`src/design/irps_pkg.sv`:
```
// shared types and constants of the ir proximity scan sequencer
package irps_pkg;

  localparam int SAMPLE_BITS_DEF = 12;
  localparam int WAIT_W = 16;
  localparam int LED_W = 4;
  localparam int READ_W = 13;
  localparam int IDX_W = 4;
  localparam int PAIRS = 4;
  localparam int ROW_W = 2;
  localparam int CFG_ADDR_W = 1;
  localparam int OUT_W = 40;

  localparam logic [WAIT_W-1:0] SHORT_WAIT_RST = 16'd645;
  localparam logic [WAIT_W-1:0] LONG_WAIT_RST = 16'd3870;

  typedef enum logic [1:0] {
    CMD_TICK    = 2'd0,
    CMD_RD_AMB  = 2'd1,
    CMD_RD_REFL = 2'd2,
    CMD_STOP    = 2'd3
  } cmd_t;

  typedef enum logic [CFG_ADDR_W-1:0] {
    REG_SHORT_WAIT = 1'b0,
    REG_LONG_WAIT  = 1'b1
  } reg_idx_t;

  typedef struct packed {
    logic              tick_amb;
    logic              tick_lit;
    logic              rd_amb;
    logic              rd_refl;
    logic [ROW_W-1:0]  row;
    logic              half;
    logic              idx_ok;
    logic [LED_W-1:0]  led;
    logic [WAIT_W-1:0] wait_ticks;
  } op_t;

  typedef struct packed {
    logic [LED_W-1:0]  led_mask;
    logic [WAIT_W-1:0] wait_ticks;
    logic [READ_W-1:0] read_value;
  } res_t;

endpackage

```
`src/design/irps_seq.sv`:
```
// scan sequencer: phase, pair, led lines and wait registers
module irps_seq (
  input  logic                              clk,
  input  logic                              rst,
  input  logic                              accept,
  input  irps_pkg::cmd_t                    cmd,
  input  logic [irps_pkg::IDX_W-1:0]        sensor_index,
  input  logic                              cfg_we,
  input  logic [irps_pkg::CFG_ADDR_W-1:0]   cfg_addr,
  input  logic [irps_pkg::WAIT_W-1:0]       cfg_data,
  output irps_pkg::op_t                     op
);
  import irps_pkg::*;

  logic              lit_phase, lit_phase_next;
  logic [ROW_W-1:0]  pair, pair_next;
  logic [LED_W-1:0]  led, led_next;
  logic [WAIT_W-1:0] short_wait, long_wait;
  logic [LED_W-1:0]  pair_bit;

  always_ff @(posedge clk) begin
    if (rst) begin
      short_wait <= SHORT_WAIT_RST;
      long_wait  <= LONG_WAIT_RST;
    end else if (cfg_we) begin
      unique case (reg_idx_t'(cfg_addr))
        REG_SHORT_WAIT: short_wait <= cfg_data;
        REG_LONG_WAIT:  long_wait  <= cfg_data;
        default: ;
      endcase
    end
  end

  always_ff @(posedge clk) begin
    if (rst) begin
      lit_phase <= 1'b0;
      pair      <= '0;
      led       <= '0;
    end else if (accept) begin
      lit_phase <= lit_phase_next;
      pair      <= pair_next;
      led       <= led_next;
    end
  end

  assign pair_bit = LED_W'(1) << pair;

  always_comb begin
    lit_phase_next = lit_phase;
    pair_next      = pair;
    led_next       = led;
    op             = '0;
    op.row         = sensor_index[ROW_W-1:0];
    op.half        = sensor_index[ROW_W];
    op.idx_ok      = ~sensor_index[IDX_W-1];
    unique case (cmd)
      CMD_TICK: begin
        op.row = pair;
        if (!lit_phase) begin
          led_next        = led | pair_bit;
          op.wait_ticks   = short_wait;
          op.tick_amb     = 1'b1;
          lit_phase_next  = 1'b1;
        end else begin
          led_next        = led & ~pair_bit;
          op.wait_ticks   = long_wait;
          op.tick_lit     = 1'b1;
          lit_phase_next  = 1'b0;
          pair_next       = pair + ROW_W'(1);
        end
      end
      CMD_RD_AMB:  op.rd_amb = 1'b1;
      CMD_RD_REFL: op.rd_refl = 1'b1;
      CMD_STOP:    led_next = '0;
      default: ;
    endcase
    op.led = led_next;
  end

endmodule

```
`src/design/irps_store.sv`:
```
// ambient and reflected memories with read-modify-write stage and bypass
module irps_store #(
  parameter int SAMPLE_BITS = irps_pkg::SAMPLE_BITS_DEF
) (
  input  logic                   clk,
  input  logic                   rst,
  input  logic                   load,
  input  logic                   adv,
  input  irps_pkg::op_t          op,
  input  logic [SAMPLE_BITS-1:0] sample_low,
  input  logic [SAMPLE_BITS-1:0] sample_high,
  output irps_pkg::res_t         res
);
  import irps_pkg::*;

  localparam int AW = 2 * SAMPLE_BITS;
  localparam int RB = SAMPLE_BITS + 1;
  localparam int RW = 2 * RB;

  logic [AW-1:0] amb_mem [PAIRS];
  logic [RW-1:0] refl_mem [PAIRS];
  logic [PAIRS-1:0] amb_vld, refl_vld;

  op_t                    s1_op;
  logic [SAMPLE_BITS-1:0] s1_low, s1_high;
  logic [AW-1:0]          amb_q, amb_byp_d, amb_row, amb_wdata;
  logic [RW-1:0]          refl_q, refl_byp_d, refl_row, refl_wdata;
  logic                   amb_v, refl_v, amb_byp, refl_byp;
  logic [SAMPLE_BITS-1:0] amb_half;
  logic [RB-1:0]          refl_half, diff_low, diff_high;
  logic signed [31:0]     rv32;

  always_ff @(posedge clk) begin
    if (adv && s1_op.tick_amb) amb_mem[s1_op.row] <= amb_wdata;
    if (adv && s1_op.tick_lit) refl_mem[s1_op.row] <= refl_wdata;
    if (load) begin
      amb_q  <= amb_mem[op.row];
      refl_q <= refl_mem[op.row];
    end
  end

  always_ff @(posedge clk) begin
    if (rst) begin
      amb_vld  <= '0;
      refl_vld <= '0;
    end else begin
      if (adv && s1_op.tick_amb) amb_vld[s1_op.row] <= 1'b1;
      if (adv && s1_op.tick_lit) refl_vld[s1_op.row] <= 1'b1;
    end
  end

  always_ff @(posedge clk) begin
    if (load) begin
      s1_op      <= op;
      s1_low     <= sample_low;
      s1_high    <= sample_high;
      amb_v      <= amb_vld[op.row];
      refl_v     <= refl_vld[op.row];
      amb_byp    <= adv && s1_op.tick_amb && (s1_op.row == op.row);
      refl_byp   <= adv && s1_op.tick_lit && (s1_op.row == op.row);
      amb_byp_d  <= amb_wdata;
      refl_byp_d <= refl_wdata;
    end
  end

  always_comb begin
    amb_row  = amb_byp ? amb_byp_d : (amb_v ? amb_q : '0);
    refl_row = refl_byp ? refl_byp_d : (refl_v ? refl_q : '0);
    amb_wdata  = {s1_high, s1_low};
    diff_low   = {1'b0, amb_row[SAMPLE_BITS-1:0]} - {1'b0, s1_low};
    diff_high  = {1'b0, amb_row[AW-1:SAMPLE_BITS]} - {1'b0, s1_high};
    refl_wdata = {diff_high, diff_low};
    amb_half   = s1_op.half ? amb_row[AW-1:SAMPLE_BITS] : amb_row[SAMPLE_BITS-1:0];
    refl_half  = s1_op.half ? refl_row[RW-1:RB] : refl_row[RB-1:0];
    rv32 = '0;
    if (s1_op.idx_ok && s1_op.rd_amb)  rv32 = 32'(amb_half);
    if (s1_op.idx_ok && s1_op.rd_refl) rv32 = 32'(signed'(refl_half));
    res.led_mask   = s1_op.led;
    res.wait_ticks = s1_op.wait_ticks;
    res.read_value = rv32[READ_W-1:0];
  end

endmodule

```
`src/design/ir_proximity_scan_sequencer.sv`:
```
// top level of the ir proximity scan sequencer
// pipeline: two register stages, the s1 stage and the output register, the result is registered as s1 advances
// throughput: one transaction per cycle while the output is not stalled, also back to back on the same pair
// the sensor memories are read at the input transaction and written as it moves to the output
// reset: phase, pair and leds cleared, waits to 645 and 3870, stored values read zero
module ir_proximity_scan_sequencer #(
  parameter int SAMPLE_BITS = irps_pkg::SAMPLE_BITS_DEF
) (
  input  logic                                   clk,
  input  logic                                   rst,
  input  logic                                   s_tvalid,
  output logic                                   s_tready,
  // sample_low, sample_high, sensor_index, zero fill
  input  logic [((2*SAMPLE_BITS+irps_pkg::IDX_W+7)/8)*8-1:0] s_tdata,
  // cmd
  input  logic [1:0]                             s_tuser,
  output logic                                   m_tvalid,
  input  logic                                   m_tready,
  // led_mask, wait_ticks, read_value, zero fill
  output logic [irps_pkg::OUT_W-1:0]             m_tdata,
  input  logic                                   cfg_we,
  input  logic [irps_pkg::CFG_ADDR_W-1:0]        cfg_addr,
  input  logic [irps_pkg::WAIT_W-1:0]            cfg_data
);
  import irps_pkg::*;

  logic in_fire, s1_fire, s1_valid;
  op_t  op;
  res_t res;
  logic [SAMPLE_BITS-1:0] sample_low, sample_high;
  logic [IDX_W-1:0] sensor_index;

  assign sample_low   = s_tdata[SAMPLE_BITS-1:0];
  assign sample_high  = s_tdata[2*SAMPLE_BITS-1:SAMPLE_BITS];
  assign sensor_index = s_tdata[2*SAMPLE_BITS+IDX_W-1:2*SAMPLE_BITS];

  assign s1_fire  = s1_valid && (!m_tvalid || m_tready);
  assign s_tready = !s1_valid || s1_fire;
  assign in_fire  = s_tvalid && s_tready;

  irps_seq u_seq (
    .clk          (clk),
    .rst          (rst),
    .accept       (in_fire),
    .cmd          (cmd_t'(s_tuser)),
    .sensor_index (sensor_index),
    .cfg_we       (cfg_we),
    .cfg_addr     (cfg_addr),
    .cfg_data     (cfg_data),
    .op           (op)
  );

  irps_store #(.SAMPLE_BITS(SAMPLE_BITS)) u_store (
    .clk         (clk),
    .rst         (rst),
    .load        (in_fire),
    .adv         (s1_fire),
    .op          (op),
    .sample_low  (sample_low),
    .sample_high (sample_high),
    .res         (res)
  );

  always_ff @(posedge clk) begin
    if (rst) begin
      s1_valid <= 1'b0;
      m_tvalid <= 1'b0;
    end else begin
      if (in_fire) s1_valid <= 1'b1;
      else if (s1_fire) s1_valid <= 1'b0;
      if (s1_fire) m_tvalid <= 1'b1;
      else if (m_tready) m_tvalid <= 1'b0;
    end
  end

  always_ff @(posedge clk) begin
    if (s1_fire) begin
      m_tdata <= OUT_W'({res.read_value, res.wait_ticks, res.led_mask});
    end
  end

endmodule

```
`config.mk`:
```
export PLATFORM = sky130hd
export DESIGN_NAME = ir_proximity_scan_sequencer
export DESIGN_NICKNAME = d
export VERILOG_FILES = /design/src/design/irps_pkg.sv /design/src/design/irps_seq.sv /design/src/design/irps_store.sv /design/src/design/ir_proximity_scan_sequencer.sv
export SDC_FILE = /design/constraint.sdc
export NUM_CORES = 1
export LEC_CHECK = 0
export BUFFER_PORTS_ARGS = -buffer_cell sky130_fd_sc_hd__buf_2
export CORE_MARGIN = 2
export CORE_UTILIZATION = 55
export CTS_BUF_LIST = sky130_fd_sc_hd__clkbuf_4 sky130_fd_sc_hd__clkbuf_8
export CTS_CLUSTER_DIAMETER = 200
export DETAILED_ROUTE_END_ITERATION = 10
export PLACE_DENSITY = 0.76
export SYNTH_ARGS = -nofsm -noshare
export SYNTH_HDL_FRONTEND = slang
export SYNTH_HIERARCHICAL = 1
export SYNTH_SLANG_ARGS = --single-unit
export TNS_END_PERCENT = 5
```
`constraint.sdc`:
```
create_clock -name clk -period 6.1 [get_ports clk]
set_clock_uncertainty 0.15 [all_clocks]
set_input_delay 0.915 -clock clk [delete_from_list [all_inputs] [get_ports clk]]
set_output_delay 0.915 -clock clk [all_outputs]
set_load 0.02 [all_outputs]
```
==> out/qor.csv, run 1 <==
stage,metric,value,unit
setup_path,"reg-to-reg slack, setup",2.41,ns
finish,n_diodes,0,
grt,first-pass GRT wire length,49.2,mm
min_path,hold depth,0,
sta,Max-slew headroom,13.0,%
finish,layout cells sized above 1,24.4,%
floorplanning,width of the die,183,microns
floorplanning,core box area,31600,sq um
cts,clock root cell,clkbuf_8,
grt,Tot GR Track Use,19.1,%
sta,RSZ-0062 raised after global routing,false,
setup_path,CP Capture Type,flop,
grt,antenna violations before repair,0,
flow_run,max-cap viol count,0,
setup_path,Critical Path RT,6.26,ns
floorplanning,Die Ht,183,microns
power_and_ir_drop,Pwr Density,328,nW/um^2
setup_path,R2R Path End,u_store/refl_byp_d[25]$_DFFE_PP_,
synthesis,Post-synth EDFFs,389,
finish,area delta synth->final,11.3,%
outcome,status,"complete, no violations",
synthesis,sequential area share after synthesis,71.9,%
sta,"Hold Vio Cnt, Final",0,
cts,# Post-CTS Setup Buffers,0,
min_path,Hold Path End,m_tdata[13]$_DFFE_PP_,
finish,Final Util,62.1,%
route,DR WL/cell,19.3,microns
route,Routed Antenna Nets,0,
grt,largest net degree at the start of global routing,65,
floorplanning,Core Rows,65,
cts,# clock sinks,438,
floorplanning,I/O pin cnt,98,
cts,htree depth,3,
sta,min cycle time layout,3.69,ns
setup_path,"Arr. time, crit path",3.85,ns
place,post-DP HPWL,19.1,mm
synthesis,Post-Syn Instances,1065,
finish,final net count,1257,
sta,Final Hold Slack,0.256,ns
floorplanning,Die ar.,33500,sq um
finish,Fillers,2242,
min_path,min-delay src,u_store/res[22]$_DFFE_PP_,
grt,vias in the first global route,9039,
synthesis,most common flop cell mapped by yosys,edfxtp_1,
setup_path,crit path max fanout,26,
route,total wire length,31.3,mm
synthesis,"Avg Cell Area, Syn",16.5,sq um
cts,total CTS buffers,70,
floorplanning,Initial Util,55.8,%
cts,CTS Hold Bufs,0,
route,Residual DRC,0,
setup_path,Worst Reg-to-Reg Cells,9,
finish,"commonest non-fill, non-tap cell in the layout",edfxtp_1,
route,DRT iter0 DRCs,789,
place,GP Congestion,0.823,
route,vias per std cell,5.62,
cts,CTS Buffer Depth,3,
sta,Final Setup Violations,0,
setup_path,worst setup path class,flop to flop,
power_and_ir_drop,Leak,6.94,nW
setup_path,Worst R2R Start,u_store/amb_byp$_DFFE_PP_,
sta,fin. max-slew vios,0,
finish,"commonest cells after routing, fill and taps aside","edfxtp_1, nand2_1, buf_2",
place,IO Port Bufs,86,
cts,Worst-path clk slew,0.06,ns
sta,final worst path period share,60.5,%
setup_path,Startpoint Class,flop,
grt,GRT overflow,0,
power_and_ir_drop,worst vdd ir,189,uV
sta,Max Clk Rate,0.271,GHz
synthesis,synth unique cells,63,
sta,Total Neg Setup Slack,0,ns
synthesis,number of synthesized register bits,438,
min_path,min-delay worst type,flop to flop,
synthesis,Syn Std Cell Area,17600,sq um
route,Detailed Routing Iterations Pass 1,5,
sta,worst slew pin tran,1.30,ns
cts,post_cts resized,0,
cts,CTS tree,done,
route,total number of vias,9105,
synthesis,Post-synth ARST share,0,%
cts,clock insertion delay at the later pin of the skew report,0.59,ns
synthesis,yosys warns,6,
worst max path at each step:
| stage | startpoint | to | slack (ns) | depth (start not counted) |
|---|---|---|---|---|
| after floorplan | m_tready | u_store/refl_mem[0][0]$_DFFE_PP_ | 1.85 | 4 |
| after global placement | s_tuser[0] | u_store/refl_q[21]$_DFFE_PP_ | 2.28 | 7 |
| after detailed placement | s_tuser[0] | u_store/refl_q[9]$_DFFE_PP_ | 2.24 | 7 |
| after CTS | u_store/amb_byp$_DFFE_PP_ | u_store/refl_byp_d[25]$_DFFE_PP_ | 2.41 | 9 |
| after global routing | u_store/amb_byp$_DFFE_PP_ | u_store/refl_byp_d[25]$_DFFE_PP_ | 2.08 | 9 |
| final | u_store/amb_byp$_DFFE_PP_ | u_store/refl_byp_d[25]$_DFFE_PP_ | 2.41 | 9 |
worst max-delay path, stage by stage (launching register included):
cell and delay (ns):
edfxtp_1 0.38, buf_4 0.24, nor2b_2 0.74, a22o_1 0.29
ha_1 0.32, a21oi_2 0.21, o21ai_2 0.10, a2111oi_1 0.43
nor3_1 0.10, o22ai_1 0.46
layer usage:
layer  share of wire (%)  vias up  track usage (%)
met5                   0        -                0
met4                 1.4        0             5.41
met3                 6.8       40             4.29
met2                  48      310             30.6
met1                  43     4503             26.7
li1                    -     4252                -
power by group:
| part | total, mW | internal (mW) | switching, mW | leakage [nW] |
|---|---|---|---|---|
| combinational | 0.503 | 0.184 | 0.319 | 2.16 |
| sequential | 3.51 | 3.46 | 0.0560 | 4.06 |
| clock | 2.41 | 1.29 | 1.12 | 0.724 |
| total | 6.43 | 4.93 | 1.50 | 6.94 |
state kept, by name (all words and copies together), names as in the netlist, 2 cells and up:
signal / flops
u_store/refl_mem: 104
u_store/amb_mem: 96
m_tdata: 33
u_store/refl_byp_d: 26
u_store/refl_q: 26
u_store/amb_byp_d: 24
u_store/amb_q: 24
u_store/res: 20
u_seq/long_wait: 16
u_seq/short_wait: 16
u_store/s1_high: 12
u_store/s1_low: 12
u_store/s1_op: 8
u_seq/led: 4
u_store/amb_vld: 4
u_store/refl_vld: 4
u_seq/pair: 2
cell usage after synthesis (all sizes together), types with 4 or more instances:
cell type | instances | share of area (%)
xor2 | 8 | 0.40
mux4 | 52 | 6.7
nor2b | 27 | 0.97
nand2b | 6 | 0.21
edfxtp | 389 | 66
o21ai | 35 | 1.0
xnor2 | 12 | 0.60
a211o | 11 | 0.55
a211oi | 4 | 0.23
nor2 | 37 | 0.79
and2 | 5 | 0.20
nand2 | 97 | 2.1
a221oi | 13 | 0.68
clkbuf | 12 | 0.26
o211ai | 4 | 0.17
mux2 | 4 | 0.26
mux2i | 28 | 1.6
nand3 | 6 | 0.20
a21oi | 40 | 1.3
a22o | 21 | 1.0
nand3b | 14 | 0.67
buf | 63 | 2.5
a22oi | 15 | 0.64
inv | 45 | 0.96
nor3 | 6 | 0.17
dfxtp | 49 | 5.6
ha | 31 | 2.2
through the flow:
stage	worst slack (ns)	power, mW	area, sq um	std cells
2_1_floorplan	1.85	3.93	17600	1071
6_report	2.41	6.43	19600	1621
3_5_place_dp	2.24	4.08	18200	1498
5_1_grt	2.08	6.69	19600	1621
4_1_cts	2.41	6.49	19600	1621
3_3_place_gp	2.28	4.05	18200	1498
cells by family after synthesis:
family	share of synthesized area, %
flops	71.9
simple gates	5.67
compound gates	6.71
buf+inv	3.74
mux	8.50
fa+ha+maj	2.43
xor+xnor	0.995
other cells	0.0213
layout make-up:
type / instances / area (sq um) / area share [%]
clock buffer: 94 / 1140 / 5.84
clock inverter: 29 / 223 / 1.14
inverter: 45 / 169 / 0.862
multi-input combinational: 513 / 4350 / 22.2
sequential: 438 / 12700 / 64.6
tap: 402 / 503 / 2.57
timing repair buffer: 100 / 536 / 2.73
Note: power is estimated with default switching activity, not from simulation.
==> inputs of run 2 (changes only) <==
==> constraint.sdc (replaced) <==
create_clock -name clk -period 3.8 [get_ports clk]
set_clock_uncertainty 0.15 [all_clocks]
set_input_delay 0.57 -clock clk [delete_from_list [all_inputs] [get_ports clk]]
set_output_delay 0.57 -clock clk [all_outputs]
set_load 0.02 [all_outputs]
==> run 2 against run 1 <==
Net effect: combinational power increased by 66%; total power up 59%; critical path type unchanged; largest cell class unchanged; maximum frequency increased by 16%.
==> out/qor.csv, run 2 (same netlist as run 1, synthesis figures left out) <==
stage,metric,value,unit,change
power_and_ir_drop,Pwr Density,517,nW/um^2,+58%
sta,Total Neg Setup Slack,0,ns,unchanged
setup_path,Startpoint Class,flop,,
finish,Fillers,2249,,+0.31%
route,Routed Antenna Nets,0,,unchanged
route,DRT iter0 DRCs,750,,-4.9%
cts,clock root cell,clkbuf_8,,
power_and_ir_drop,Leak,7.04,nW,+1.4%
outcome,status,"complete, no violations",,
finish,"commonest cells after routing, fill and taps aside","edfxtp_1, nand2_1, buf_2",,
floorplanning,Initial Util,55.8,%,unchanged
floorplanning,width of the die,183,microns,unchanged
finish,Biggest register,u_store/refl_mem,,
sta,final worst path period share,83.7,%,+23 points
finish,layout cells sized above 1,24.6,%,+0.25 points
cts,CTS Buffer Depth,3,,unchanged
cts,CTS tree,done,,
place,IO Port Bufs,86,,unchanged
setup_path,worst setup path class,flop to flop,,
finish,max reg flops,104,,unchanged
setup_path,CP Cell Sequence,nor2b_2 > buf_4 > a22o_1 > ha_1 > a21o_1 > a21oi_2 > o221ai_2 > a211oi_1 > nor3_1,,
cts,# clock sinks,438,,unchanged
setup_path,crit path max fanout,22,,-15%
setup_path,critical path buffer and inverter count,1,,unchanged
floorplanning,Core Rows,65,,unchanged
place,post-DP HPWL,19.6,mm,+2.6%
place,GP Congestion,0.803,,-2.4%
setup_path,CP Capture Type,flop,,
finish,n_diodes,0,,unchanged
cts,htree depth,3,,unchanged
sta,worst slew pin tran,0.855,ns,-0.447 ns
flow_run,max-cap viol count,0,,unchanged
sta,fin. max-slew vios,0,,unchanged
grt,largest net degree at the start of global routing,56,,-14%
sta,Max Clk Rate,0.315,GHz,+16%
setup_path,CP max stage delay,0.67,ns,-0.07 ns
route,DR WL/cell,19.2,microns,-0.65%
route,vias per std cell,5.60,,-0.35%
route,Detailed Routing Iterations Pass 1,7,,+2
sta,min cycle time layout,3.18,ns,-0.514 ns
grt,vias in the first global route,9321,,+3.1%
route,total number of vias,9185,,+0.88%
grt,antenna violations before repair,0,,unchanged
setup_path,Critical Path RT,3.89,ns,-2.37 ns
power_and_ir_drop,worst vdd ir,280,uV,+48%
cts,Worst-path clk slew,0.06,ns,about the same
finish,top flop regs,"u_store/refl_mem x104, u_store/amb_mem x96, m_tdata x33",,
setup_path,"Arr. time, crit path",3.26,ns,-0.59 ns
finish,final net count,1280,,+1.8%
route,Residual DRC,0,,unchanged
sta,Max-slew headroom,42.5,%,+30 points
floorplanning,core box area,31600,sq um,unchanged
grt,Tot GR Track Use,19.4,%,+0.34 points
cts,post_cts resized,0,,unchanged
setup_path,CP top delay family,simple AND/OR/NAND/NOR gates,,
sta,"Hold Vio Cnt, Final",0,,unchanged
min_path,min-delay worst type,input pin to flop,,
finish,area delta synth->final,12.4,%,
floorplanning,Die ar.,33500,sq um,unchanged
sta,RSZ-0062 raised after global routing,false,,
setup_path,worst-path cell with the longest stage delay,nor3_1,,
floorplanning,Die Ht,183,microns,unchanged
cts,clock insertion delay at the later pin of the skew report,0.57,ns,-0.02 ns
sta,Final Setup Violations,0,,unchanged
cts,total CTS buffers,68,,-2.9%
finish,Final Util,62.7,%,+0.62 points
route,total wire length,31.5,mm,+0.57%
floorplanning,I/O pin cnt,98,,unchanged
grt,GRT overflow,0,,unchanged
grt,first-pass GRT wire length,49.8,mm,+1.3%
finish,"commonest non-fill, non-tap cell in the layout",edfxtp_1,,
-- run 2: where the power goes --
part           internal, mW  leakage [nW]  switching (mW)
Sequential             5.55          4.06          0.0868
Clock                  2.06         0.695            1.70
Combinational         0.315          2.28           0.520
-- run 2: what timing repair did --
action,CTS,global route
hold buffers,16,0
setup buffers,0,0
hold endpoints to repair,16,0
-- run 2: worst paths after layout --
check             slack (ns)  cells after the start                               to                      start
setup reg to reg        0.62                      9  u_store/refl_byp_d[7]$_DFFE_PP_    u_store/amb_v$_DFFE_PP_
setup / recovery        0.62                      9  u_store/refl_byp_d[7]$_DFFE_PP_    u_store/amb_v$_DFFE_PP_
hold / removal          0.03                      1     u_store/s1_low[10]$_DFFE_PP_                s_tdata[10]
hold reg to reg         0.27                      0             m_tdata[3]$_DFFE_PP_  u_store/res[32]$_DFFE_PP_
-- run 2: layer usage --
layer	GRT usage, %	share of wire [%]	up-vias
li1	-	-	4297
met1	26.6	43	4541
met2	31.9	49	293
met3	4.17	6.6	54
met4	5.66	1.7	0
met5	0	0	-
-- run 2: layout make-up --
cell class | count | area (sq um) | area share (%)
clock buffers | 96 | 1170 | 5.92
well taps | 402 | 503 | 2.54
inverters | 45 | 169 | 0.854
clock inverters | 22 | 139 | 0.702
multi-input cells | 513 | 4340 | 21.9
flip-flops and latches | 438 | 12700 | 64.0
repair buffers | 125 | 801 | 4.05
-- run 2: metrics by stage --
step	setup WS, ns	instances	total power, mW	area (sq um)	hold slack (ns)
after floorplan	0.0452	1071	6.31	17600	0.285
after global placement	0.748	1507	6.52	18300	0.252
after detailed placement	0.688	1507	6.56	18300	0.255
after CTS	0.653	1641	10.3	19800	0.00245
after global routing	0.327	1641	10.7	19800	0.00818
final	0.621	1641	10.2	19800	0.0317
-- run 2: worst register-to-register path: cells and delay by family (launching register included) --
family / cells / cell delay, ns
and+or+nand+nor: 2 / 0.85
AOI/OAI and AO/OA: 5 / 0.85
DFF: 1 / 0.41
adders and majority gates: 1 / 0.40
buffers and inverters: 1 / 0.21
